File: src/bmdt_pkg.sv
package bmdt_pkg;

  // Default block length and the sample width carried on the input stream
  localparam int BLOCK_LEN_DEF = 64;
  localparam int SAMPLE_BITS   = 16;

  // Block sums, deviations and trigger level share one fixed width
  localparam int SUM_W = 22;
  localparam int DEV_W = 22;

  localparam logic [DEV_W-1:0]  DEV_MAX = {DEV_W{1'b1}};
  localparam logic signed [SUM_W:0] SUM_MAX = (SUM_W+1)'((1 << (SUM_W - 1)) - 1);
  localparam logic signed [SUM_W:0] SUM_MIN = -(SUM_W+1)'(1 << (SUM_W - 1));

  // Stream payload widths, padded to whole bytes
  localparam int IN_TDATA_W  = 48;
  localparam int OUT_TDATA_W = 120;

  // Input action codes
  localparam logic ACT_ADD  = 1'b0;
  localparam logic ACT_POLL = 1'b1;

  typedef logic signed [SAMPLE_BITS-1:0] sample_t;
  typedef logic signed [SUM_W-1:0]       sum_t;
  typedef logic [DEV_W-1:0]              dev_t;

  // One input item as seen by the core
  typedef struct packed {
    logic    action;
    sample_t sample_x;
    sample_t sample_y;
    sample_t sample_z;
  } item_t;

  // One result item
  typedef struct packed {
    logic triggered;
    logic checked;
    dev_t deviation;
    dev_t last_block_peak;
    logic mean_valid;
    sum_t mean_x;
    sum_t mean_y;
    sum_t mean_z;
  } result_t;

endpackage

File: src/bmdt_axis_dev.sv
module bmdt_axis_dev #(
  parameter int BLOCK_LEN = bmdt_pkg::BLOCK_LEN_DEF
) (
  input  bmdt_pkg::sample_t sample,
  input  bmdt_pkg::sum_t    ref_sum,
  output bmdt_pkg::dev_t    dev
);

  // Wide enough for sample * BLOCK_LEN against a block sum, plus sign
  localparam int PROD_W = bmdt_pkg::SAMPLE_BITS + $clog2(BLOCK_LEN) + 1;
  localparam int D_W    = ((PROD_W > bmdt_pkg::SUM_W) ? PROD_W : bmdt_pkg::SUM_W) + 1;
  localparam logic signed [D_W-1:0] SCALE = D_W'(BLOCK_LEN);

  logic signed [D_W-1:0] scaled;
  logic signed [D_W-1:0] diff;
  logic [D_W-1:0]        mag;

  // Scale the sample, take the distance from the mean, clamp to the deviation range
  always_comb begin
    scaled = D_W'(sample) * SCALE;
    diff   = scaled - D_W'(ref_sum);
    mag    = diff[D_W-1] ? D_W'(-diff) : D_W'(diff);
    if (mag > D_W'(bmdt_pkg::DEV_MAX)) begin
      dev = bmdt_pkg::DEV_MAX;
    end else begin
      dev = mag[bmdt_pkg::DEV_W-1:0];
    end
  end

endmodule

File: src/bmdt_core.sv
module bmdt_core #(
  parameter int BLOCK_LEN = bmdt_pkg::BLOCK_LEN_DEF
) (
  input  logic                  clk,
  input  logic                  rst_n,
  input  logic                  cfg_wr_en,
  input  bmdt_pkg::dev_t        cfg_wr_data,
  input  logic                  step,
  input  bmdt_pkg::item_t       item,
  output bmdt_pkg::result_t     result
);

  localparam int FILL_W = $clog2(BLOCK_LEN + 1);
  localparam logic [FILL_W-1:0] FILL_WRAP = FILL_W'(BLOCK_LEN);

  logic [FILL_W-1:0]   fill_r, fill_nxt;
  bmdt_pkg::sum_t      run_r [3];
  bmdt_pkg::sum_t      run_nxt [3];
  bmdt_pkg::sum_t      ref_r [3];
  bmdt_pkg::sum_t      ref_nxt [3];
  logic                mean_ready_r, mean_ready_nxt;
  bmdt_pkg::dev_t      peak_r, peak_nxt;
  bmdt_pkg::dev_t      latched_r, latched_nxt;
  logic                sticky_r, sticky_nxt;
  bmdt_pkg::dev_t      level_r;

  bmdt_pkg::sample_t   smp [3];
  bmdt_pkg::dev_t      axis_dev [3];
  bmdt_pkg::dev_t      dev_max;
  logic                wrap;
  logic                check;
  logic                trig_out;
  logic [FILL_W-1:0]   fill_base;
  bmdt_pkg::sum_t      run_base [3];
  logic signed [bmdt_pkg::SUM_W:0] acc [3];

  assign smp[0] = item.sample_x;
  assign smp[1] = item.sample_y;
  assign smp[2] = item.sample_z;

  // Per-axis deviation from the reference mean
  for (genvar a = 0; a < 3; a++) begin : g_axis
    bmdt_axis_dev #(
      .BLOCK_LEN (BLOCK_LEN)
    ) u_axis_dev (
      .sample  (smp[a]),
      .ref_sum (ref_r[a]),
      .dev     (axis_dev[a])
    );
  end

  // Largest axis deviation
  always_comb begin
    dev_max = axis_dev[0];
    if (axis_dev[1] > dev_max) dev_max = axis_dev[1];
    if (axis_dev[2] > dev_max) dev_max = axis_dev[2];
  end

  // Next state and result for the item in the input register
  always_comb begin
    fill_nxt       = fill_r;
    mean_ready_nxt = mean_ready_r;
    peak_nxt       = peak_r;
    latched_nxt    = latched_r;
    sticky_nxt     = sticky_r;
    wrap           = (fill_r == FILL_WRAP);
    check          = 1'b0;
    trig_out       = sticky_r;
    fill_base      = fill_r;
    for (int i = 0; i < 3; i++) begin
      run_nxt[i]  = run_r[i];
      ref_nxt[i]  = ref_r[i];
      run_base[i] = run_r[i];
      acc[i]      = '0;
    end

    if (item.action == bmdt_pkg::ACT_POLL) begin
      // Report the sticky flag, then clear it
      trig_out   = sticky_r;
      sticky_nxt = 1'b0;
    end else begin
      if (!wrap) begin
        if (mean_ready_r) begin
          check = 1'b1;
          if (dev_max > level_r) sticky_nxt = 1'b1;
          if (dev_max > peak_r) peak_nxt = dev_max;
        end
      end else begin
        // Close the block: sums become the mean, peak is latched
        fill_base = '0;
        for (int i = 0; i < 3; i++) begin
          ref_nxt[i]  = run_r[i];
          run_base[i] = '0;
        end
        latched_nxt    = peak_r;
        mean_ready_nxt = 1'b1;
        peak_nxt       = '0;
      end

      // Accumulate with saturation
      for (int i = 0; i < 3; i++) begin
        acc[i] = (bmdt_pkg::SUM_W+1)'(run_base[i]) + (bmdt_pkg::SUM_W+1)'(smp[i]);
        if (acc[i] > bmdt_pkg::SUM_MAX) begin
          run_nxt[i] = bmdt_pkg::SUM_W'(bmdt_pkg::SUM_MAX);
        end else if (acc[i] < bmdt_pkg::SUM_MIN) begin
          run_nxt[i] = bmdt_pkg::SUM_W'(bmdt_pkg::SUM_MIN);
        end else begin
          run_nxt[i] = acc[i][bmdt_pkg::SUM_W-1:0];
        end
      end
      fill_nxt = fill_base + FILL_W'(1);
      trig_out = sticky_nxt;
    end

    result.triggered       = trig_out;
    result.checked         = check;
    result.deviation       = check ? dev_max : '0;
    result.last_block_peak = latched_nxt;
    result.mean_valid      = mean_ready_nxt;
    result.mean_x          = ref_nxt[0];
    result.mean_y          = ref_nxt[1];
    result.mean_z          = ref_nxt[2];
  end

  // Trigger level register
  always_ff @(posedge clk) begin
    if (!rst_n) begin
      level_r <= bmdt_pkg::DEV_MAX;
    end else if (cfg_wr_en) begin
      level_r <= cfg_wr_data;
    end
  end

  // Advance block state on each transfer through the core
  always_ff @(posedge clk) begin
    if (!rst_n) begin
      fill_r       <= '0;
      mean_ready_r <= 1'b0;
      peak_r       <= '0;
      latched_r    <= '0;
      sticky_r     <= 1'b0;
      for (int i = 0; i < 3; i++) begin
        run_r[i] <= '0;
        ref_r[i] <= '0;
      end
    end else if (step) begin
      fill_r       <= fill_nxt;
      mean_ready_r <= mean_ready_nxt;
      peak_r       <= peak_nxt;
      latched_r    <= latched_nxt;
      sticky_r     <= sticky_nxt;
      for (int i = 0; i < 3; i++) begin
        run_r[i] <= run_nxt[i];
        ref_r[i] <= ref_nxt[i];
      end
    end
  end

endmodule

File: src/block_mean_deviation_trigger_unit.sv
// Three-axis block mean deviation trigger. Samples (in_tuser = 0) are summed
// over blocks of BLOCK_LEN; the sample arriving after a full block closes it,
// its sums become the reference mean (kept as the exact block sum, so every
// deviation and the trigger level carry log2(BLOCK_LEN) fraction bits), and it
// starts the next block unchecked. Later samples are compared against the mean;
// a deviation strictly above the trigger level sets a sticky flag, which a poll
// (in_tuser = 1) reports and clears. Every transfer yields one result. The block
// takes one item per cycle while the result stream does not stall the result register:
// the work is one pass of adds, absolute differences and compares between the
// input register and the result register, and a result waits in the result
// register until the result stream takes it.
module block_mean_deviation_trigger_unit #(
  parameter int BLOCK_LEN = bmdt_pkg::BLOCK_LEN_DEF
) (
  input  logic                                clk,
  input  logic                                rst_n,
  // Configuration: trigger_level
  input  logic                                cfg_wr_en,
  input  logic [bmdt_pkg::DEV_W-1:0]          cfg_wr_data,
  // Input stream
  input  logic                                in_tvalid,
  output logic                                in_tready,
  // [15:0] sample_x, [31:16] sample_y, [47:32] sample_z
  input  logic [bmdt_pkg::IN_TDATA_W-1:0]     in_tdata,
  // [0] action
  input  logic                                in_tuser,
  // Result stream
  output logic                                out_tvalid,
  input  logic                                out_tready,
  // [0] triggered, [1] checked, [23:2] deviation, [45:24] last_block_peak,
  // [46] mean_valid, [68:47] mean_x, [90:69] mean_y, [112:91] mean_z, rest zero
  output logic [bmdt_pkg::OUT_TDATA_W-1:0]    out_tdata
);

  localparam int SB = bmdt_pkg::SAMPLE_BITS;

  logic              in_v_r;
  bmdt_pkg::item_t   item_r;
  logic              out_v_r;
  bmdt_pkg::result_t res_r;
  bmdt_pkg::result_t res_nxt;
  logic              advance;
  logic              step;

  // Pipeline handshake
  assign advance   = !out_v_r || out_tready;
  assign in_tready = !in_v_r || advance;
  assign step      = in_v_r && advance;

  bmdt_core #(
    .BLOCK_LEN (BLOCK_LEN)
  ) u_core (
    .clk         (clk),
    .rst_n       (rst_n),
    .cfg_wr_en   (cfg_wr_en),
    .cfg_wr_data (cfg_wr_data),
    .step        (step),
    .item        (item_r),
    .result      (res_nxt)
  );

  // Input register
  always_ff @(posedge clk) begin
    if (!rst_n) begin
      in_v_r <= 1'b0;
    end else if (in_tready) begin
      in_v_r <= in_tvalid;
    end
  end

  always_ff @(posedge clk) begin
    if (in_tvalid && in_tready) begin
      item_r.action   <= in_tuser;
      item_r.sample_x <= in_tdata[SB-1:0];
      item_r.sample_y <= in_tdata[2*SB-1:SB];
      item_r.sample_z <= in_tdata[3*SB-1:2*SB];
    end
  end

  // Result register
  always_ff @(posedge clk) begin
    if (!rst_n) begin
      out_v_r <= 1'b0;
    end else if (advance) begin
      out_v_r <= in_v_r;
    end
  end

  always_ff @(posedge clk) begin
    if (step) begin
      res_r <= res_nxt;
    end
  end

  // Pack the result onto the output stream
  assign out_tvalid = out_v_r;
  assign out_tdata  = {7'd0, res_r.mean_z, res_r.mean_y, res_r.mean_x, res_r.mean_valid,
                       res_r.last_block_peak, res_r.deviation, res_r.checked,
                       res_r.triggered};

endmodule

File: config.mk
export PLATFORM = sky130hd
export DESIGN_NAME = block_mean_deviation_trigger_unit
export DESIGN_NICKNAME = d
export VERILOG_FILES = /design/src/bmdt_pkg.sv /design/src/bmdt_axis_dev.sv /design/src/bmdt_core.sv /design/src/block_mean_deviation_trigger_unit.sv
export SDC_FILE = /design/constraint.sdc
export NUM_CORES = 1
export LEC_CHECK = 0
export BUFFER_PORTS_ARGS = -buffer_cell sky130_fd_sc_hd__buf_2
export CORE_MARGIN = 2
export CORE_UTILIZATION = 30
export CTS_CLUSTER_DIAMETER = 120
export CTS_CLUSTER_SIZE = 30
export DETAILED_ROUTE_END_ITERATION = 7
export GPL_ROUTABILITY_DRIVEN = 0
export SYNTH_ARGS = -nofsm -noshare
export SYNTH_HDL_FRONTEND = slang
export SYNTH_SLANG_ARGS = --single-unit
export TNS_END_PERCENT = 5
File: constraint.sdc
create_clock -name clk -period 14.82 [get_ports clk]
set_clock_uncertainty 0.2 [all_clocks]
set_input_delay 0.741 -clock clk [delete_from_list [all_inputs] [get_ports clk]]
set_output_delay 0.741 -clock clk [all_outputs]
set_load 0.1 [all_outputs]
Yosys cells after proc, flatten, opt, wreduce, memory -nomap -nowiden

Memories as Yosys holds them, arrays and structs flattened.
Index checks and enable logic that the tools add are counted.

Logic and storage cells: 109
Register bits: 239
Memories kept: 2
Latch bits: 0
Memory bits (read-only): 0
Input port bits: 76
Bits in writable memories: 132

Shifts and indexed selects: 0
Add/sub/neg operators: 10
Eq/ne operators: 1
Bitwise operators: 7
Muxes and demuxes: 46
Magnitude comparators: 13
Reduce and logical (&&, ||, !) cells: 10
Multipliers: 0
Div/mod/pow operators: 0

Memories:

| memory       | words | width | rd ports | clocked after Yosys merged registers in | wr ports | line            | source |
|---|---|---|---|---|---|---|---|
| u_core.ref_r | 3     | 22    | 3        | 0                                       | 3        | bmdt_core.sv:19 | `bmdt_pkg::sum_t ref_r [3];` |
| u_core.run_r | 3     | 22    | 3        | 0                                       | 3        | bmdt_core.sv:17 | `bmdt_pkg::sum_t run_r [3];` |

Operators with widths:

| cell                 | count |
|---|---|
| $mux 22              | 22 |
| $mux 66              | 5 |
| $gt 22x22->1         | 4 |
| $gt 24x22->1 const B | 3 |
| $mux 24              | 3 |
| $neg 23->24          | 3 |
| $add 22x16->23       | 3 |
| $gt 23x22->1 const B | 3 |
| $lt 23x22->1 const B | 3 |
| $sub 22x22->23       | 3 |
| $mux 1               | 14 |
| $mux 7               | 2 |
| $add 7x1->7 const B  | 1 |
| $eq 7x7->1 const B   | 1 |
| $or 1x1->1           | 6 |
| $reduce_and 4->1     | 1 |
| $reduce_bool 2->1    | 2 |
| $logic_and 1x1->1    | 2 |
| $logic_not 1->1      | 2 |
| $logic_or 1x1->1     | 2 |
| $reduce_and 2->1     | 1 |
| $not 1->1            | 1 |

Longest topological paths before layout

An unclocked memory read counts as a cell.

Word-level depth: 15
Mapped depth: 56

Cells and area by module

From an unflattened synthesis, not the netlist that was laid out.

Cell total of the unflattened synthesis: 2711
Area, all modules: 26733.1 um^2

By module, submodules not included:

| module                                          | area an instance (um^2) | instances | cells an instance |
|---|---|---|---|
| bmdt_core                                       | 15696.3                 | 1         | 1641 |
| block_mean_deviation_trigger_unit               | 5024.8                  | 1         | 179 |
| bmdt_axis_dev (u_core.g_axis[0].u_axis_dev ...) | 1960.6                  | 2         | 294 |
| bmdt_axis_dev (u_core.g_axis[2].u_axis_dev)     | 2090.8                  | 1         | 303 |

Worst setup path before layout

Ideal clock, no wire load.

Path kind: register -> register
Start point: mem u_core.ref_r[0][22] in the netlist's numbering
End point: reg u_core.peak_r[12]
Setup time: 0.079 ns
Arrival time: 10.556 ns
Clock period less this slack: 10.835 ns
Slack: 3.985 ns
Required time: 14.541 ns
Stages on the path, launching flop included: 53
Path through: edfxtp_1 -> inv_1 -> ha_1 -> buf_4 -> nor3b_2 -> a311o_1 -> a221oi_1 -> nand2_1 -> or4_4 -> nor4_2 -> nand3_1 -> clkbuf_1 -> nand2_1 -> ha_1 -> a21oi_1 -> nor2b_1 -> o21ai_0 -> nand2b_1 -> (+17 left out) -> clkbuf_1 -> clkbuf_1 -> clkbuf_1 -> a31oi_1 -> ha_1 -> and4_1 -> a221oi_1 -> o21a_1 -> o21a_1 -> o21a_1 -> o21ai_0 -> a21boi_0 -> nor2_1 -> and3_1 -> clkbuf_1 -> nand2_1 -> clkbuf_1 -> o211ai_1

RTL lines:

| what                 | line             | source |
|---|---|---|
| from (decl)          | bmdt_core.sv:19  |  |
| to (signal assigned) | bmdt_core.sv:149 | `peak_r <= peak_nxt;` |
| to (decl)            | bmdt_core.sv:22  | `bmdt_pkg::dev_t peak_r, peak_nxt;` |

==> flow_summary.ini <==
[clock_tree]
tritoncts_num_sinks = 371
cts_hold_repair.buffers = 0
clock_root_buffer_master = sky130_fd_sc_hd__clkbuf_16
cts_tree = built
clkSlewWorstSetupHoldPaths_ns = 0.12
postCtsResizedCells = 0
clock_insertion_delay_worst_skew_ns = 0.58
cts_buffers = 17
postCtsSetupRepairBufs = 0
ctsLongestPathBuffers = 3
htreeDepth = 1

[pwr]
power.density_nw_per_um2 = 135
ir_drop_mv = 0.143
p_leak_nw = 11.2
total_power_mw = 3.82

[final_layout]
diodes = 0
nets = 3140
final_cell_area_sq_um = 28400
areaGrowthSynthToFinish_pct = 9.96
post_route_cells_drive_above_1_share = 0.119

[sta]
layout_worst_path_cycle_share = 0.851
fmax_mhz = 79.2
hold_viol_final = 0
final.setup.tns_ns = 0
finalCriticalPeriod_ns = 12.62
fin_hold_ws_ns = 0.126
max_slew_margin = 0.317
setup_repair_after_global_routing_missed_its_margin = false
max_slew_violation_total_from_the_final_report = 0
finalSetupViolCount = 0
setup_slack_ns = 2.20
timing_worst_slew_pin_value_ns = 1.01

[die]
core_box_area_sq_um = 85100
floorplan.die_area_sq_um = 88400
initial_core_util = 0.303
chipWidth_um = 297
ioPinCount = 198
std_cell_rows = 107
die_h_um = 297

[synth]
synth_cells = 2745
postSynth.asyncResetShare = 0
synth-warning-count = 0
synth-edff-count = 294
synthesis.area_per_instance_sq_um = 9.40
netlist-cell-type-count = 100
synth_seq_area_share = 0.402
netlist_area_sq_um = 25800
ys_ff_latch = 371
postSynth.topFlopCell = sky130_fd_sc_hd__edfxtp_1

[detailed_routing]
drt_wl_total_um = 73700
route.detailed.wl_per_inst_um = 18.4
drt_pass1_iterations = 5
route.detailed.drc = 0
drt.antenna.violating_nets = 0
dr_total_vias = 20700
drtIter0Drc = 1596
vias_per_cell = 5.15

[setup_path]
r2r.worst_path.cells = 45
cp-startpoint = u_core.ref_r[0][22]
timing.critical_path.arrival_ns = 12.92
worst_r2r_startpoint = u_core.ref_r[0][22]
crit_required_ns = 15.12
startpoint_types = flip-flop
destination_of_the_critical_timing_path = u_core.peak_r[12]
timing.rr.end = u_core.peak_r[12]
critical_path.max_fanout = 30
cp_slowest_cell = sky130_fd_sc_hd__nand3_1
setup.worst_path.class = reg2reg
timing.critical_path.to_type = flip-flop
r2r_slack_ns = 2.20
critical_path_max_stage_delay_ns = 0.59

[placement]
dpl-instance-area_sq_um = 27900
half_perimeter_wire_length_of_the_detailed_placement_result_um = 55900
io_buffer_count = 190
dpl_worst_slack_ns = 2.35

[global_route]
leftover_overflow_at_the_end_of_global_routing = 0
grt_max_degree = 96
global_route.usage.total = 0.160
grt_antenna_before_repair = 5
grt_first_pass_wirelength_um = 114000
first_global_vias = 19800

[status]
run_status = finished, final reports clean

[job]
max-cap-violations = 0

[worst_hold_path]
class_of_the_worst_hold_path = in2reg
==> synthesized netlist by cell type, types with 36 or more instances <==
| library cell | number | area share |
|---|---|---|
| sky130_fd_sc_hd__a21o_1 | 82 | 0.024 |
| sky130_fd_sc_hd__a21oi_1 | 164 | 0.032 |
| sky130_fd_sc_hd__and2_1 | 150 | 0.036 |
| sky130_fd_sc_hd__clkbuf_1 | 95 | 0.014 |
| sky130_fd_sc_hd__dfxtp_1 | 77 | 0.060 |
| sky130_fd_sc_hd__edfxtp_1 | 294 | 0.34 |
| sky130_fd_sc_hd__ha_1 | 205 | 0.099 |
| sky130_fd_sc_hd__inv_1 | 182 | 0.026 |
| sky130_fd_sc_hd__mux2_2 | 37 | 0.016 |
| sky130_fd_sc_hd__nand2_1 | 286 | 0.042 |
| sky130_fd_sc_hd__nand3_1 | 49 | 0.0095 |
| sky130_fd_sc_hd__nor2_1 | 134 | 0.019 |
| sky130_fd_sc_hd__nor2b_1 | 36 | 0.0087 |
| sky130_fd_sc_hd__nor3_1 | 41 | 0.0080 |
| sky130_fd_sc_hd__o211ai_1 | 45 | 0.013 |
| sky130_fd_sc_hd__o21ai_0 | 196 | 0.038 |
| sky130_fd_sc_hd__xnor2_1 | 88 | 0.030 |
| sky130_fd_sc_hd__xor2_1 | 46 | 0.016 |
==> critical path: cells and delay by family (launching register included) <==
kind | cells | cell delay (ns)
AOI/OAI and AO/OA | 24 | 5.52
adders and majority gates | 4 | 1.09
buffers and inverters | 2 | 0.42
DFF | 1 | 0.55
and+or+nand+nor | 15 | 4.76
==> power by group <==
| group | internal, mW | switching (mW) | total (mW) | leakage (nW) |
|---|---|---|---|---|
| registers | 1.19 | 0.0335 | 1.22 | 3.54 |
| clock network | 0.226 | 0.363 | 0.589 | 0.248 |
| logic | 0.719 | 1.30 | 2.02 | 7.44 |
==> layout make-up <==
| type | instances | area, sq um |
|---|---|---|
| clock buffer | 23 | 448 |
| clock inverter | 4 | 70.1 |
| fill | 8896 | 56800 |
| inverter | 182 | 688 |
| multi-input combinational | 2077 | 14300 |
| sequential | 371 | 10400 |
| tap | 1144 | 1430 |
| timing repair buffer | 207 | 1080 |
==> per-stage QoR <==
step                      utilization  cells
final                           0.333   4008
after global routing            0.333   4008
after CTS                       0.333   4008
after detailed placement        0.327   3981
after global placement          0.327   3981
after floorplan                     -   2751
==> flip-flops by register name, indices dropped and copies added (netlist names) <==
register             cells
u_core.run_r            66
u_core.ref_r            66
u_core.peak_r           22
in_v_r                   1
u_core.sticky_r          1
u_core.mean_ready_r      1
item_r                  49
out_tdata              113
u_core.latched_r        22
out_tvalid               1
u_core.fill_r            7
u_core.level_r          22
==> layer usage <==
layer,up-vias,global-route usage,routed length [um]
li1,10300,-,-
met1,9858,0.214,33600
met2,460,0.269,34200
met3,71,0.0270,4180
met4,10,0.0391,1590
met5,-,0,63
==> logic make-up after synthesis <==
| family | synth area share |
|---|---|
| buf+inv | 0.0470 |
| other cells | 0.000145 |
| flops | 0.402 |
| simple gates | 0.181 |
| mux | 0.0222 |
| xor+xnor | 0.0455 |
| fa+ha+maj | 0.102 |
| compound gates | 0.201 |
==> worst min-delay path by stage <==
stage | cells after the start | endpoint | slack [ns] | from
2_1_floorplan | 2 | u_core.latched_r[15] | 0.24 | u_core.latched_r[15]
4_1_cts | 1 | item_r[13] | 0.09 | in_tdata[45]
3_3_place_gp | 2 | u_core.latched_r[9] | 0.25 | u_core.latched_r[9]
3_5_place_dp | 2 | u_core.latched_r[0] | 0.26 | u_core.latched_r[0]
6_report | 1 | item_r[19] | 0.13 | in_tdata[19]
5_1_grt | 1 | item_r[13] | 0.1 | in_tdata[45]
==> placed cells by master, fill, tap and decap left out, types with 15 or more instances in the layout <==
master                      Yosys  routed
sky130_fd_sc_hd__inv_1        182     181
sky130_fd_sc_hd__xor2_1        46      46
sky130_fd_sc_hd__nor3_1        41      41
sky130_fd_sc_hd__nand2b_1      30      30
sky130_fd_sc_hd__a21boi_0      34      34
sky130_fd_sc_hd__and3_1        26      26
sky130_fd_sc_hd__o31ai_1       20      19
sky130_fd_sc_hd__a211oi_1      23      23
sky130_fd_sc_hd__dfxtp_1       77      77
sky130_fd_sc_hd__ha_1         205     205
sky130_fd_sc_hd__o21ai_0      196     195
sky130_fd_sc_hd__buf_4          9      17
sky130_fd_sc_hd__a21oi_1      164     163
sky130_fd_sc_hd__o21ai_1       15      15
sky130_fd_sc_hd__xnor2_1       88      88
sky130_fd_sc_hd__edfxtp_1     294     294
sky130_fd_sc_hd__or3_1         25      25
sky130_fd_sc_hd__nand3_1       49      48
sky130_fd_sc_hd__a32oi_1       15      15
sky130_fd_sc_hd__o21a_1        23      23
sky130_fd_sc_hd__a21o_1        82      82
sky130_fd_sc_hd__nor2b_1       36      36
sky130_fd_sc_hd__a31oi_1       26      26
sky130_fd_sc_hd__o211ai_1      45      45
sky130_fd_sc_hd__nor2_1       134     133
sky130_fd_sc_hd__buf_2          9     190
sky130_fd_sc_hd__nand2_1      286     285
sky130_fd_sc_hd__nand4_1       33      33
sky130_fd_sc_hd__clkbuf_16      0      17
sky130_fd_sc_hd__mux2_2        37      37
sky130_fd_sc_hd__and2_1       150     148
Power figures use the tool's default switching activity.
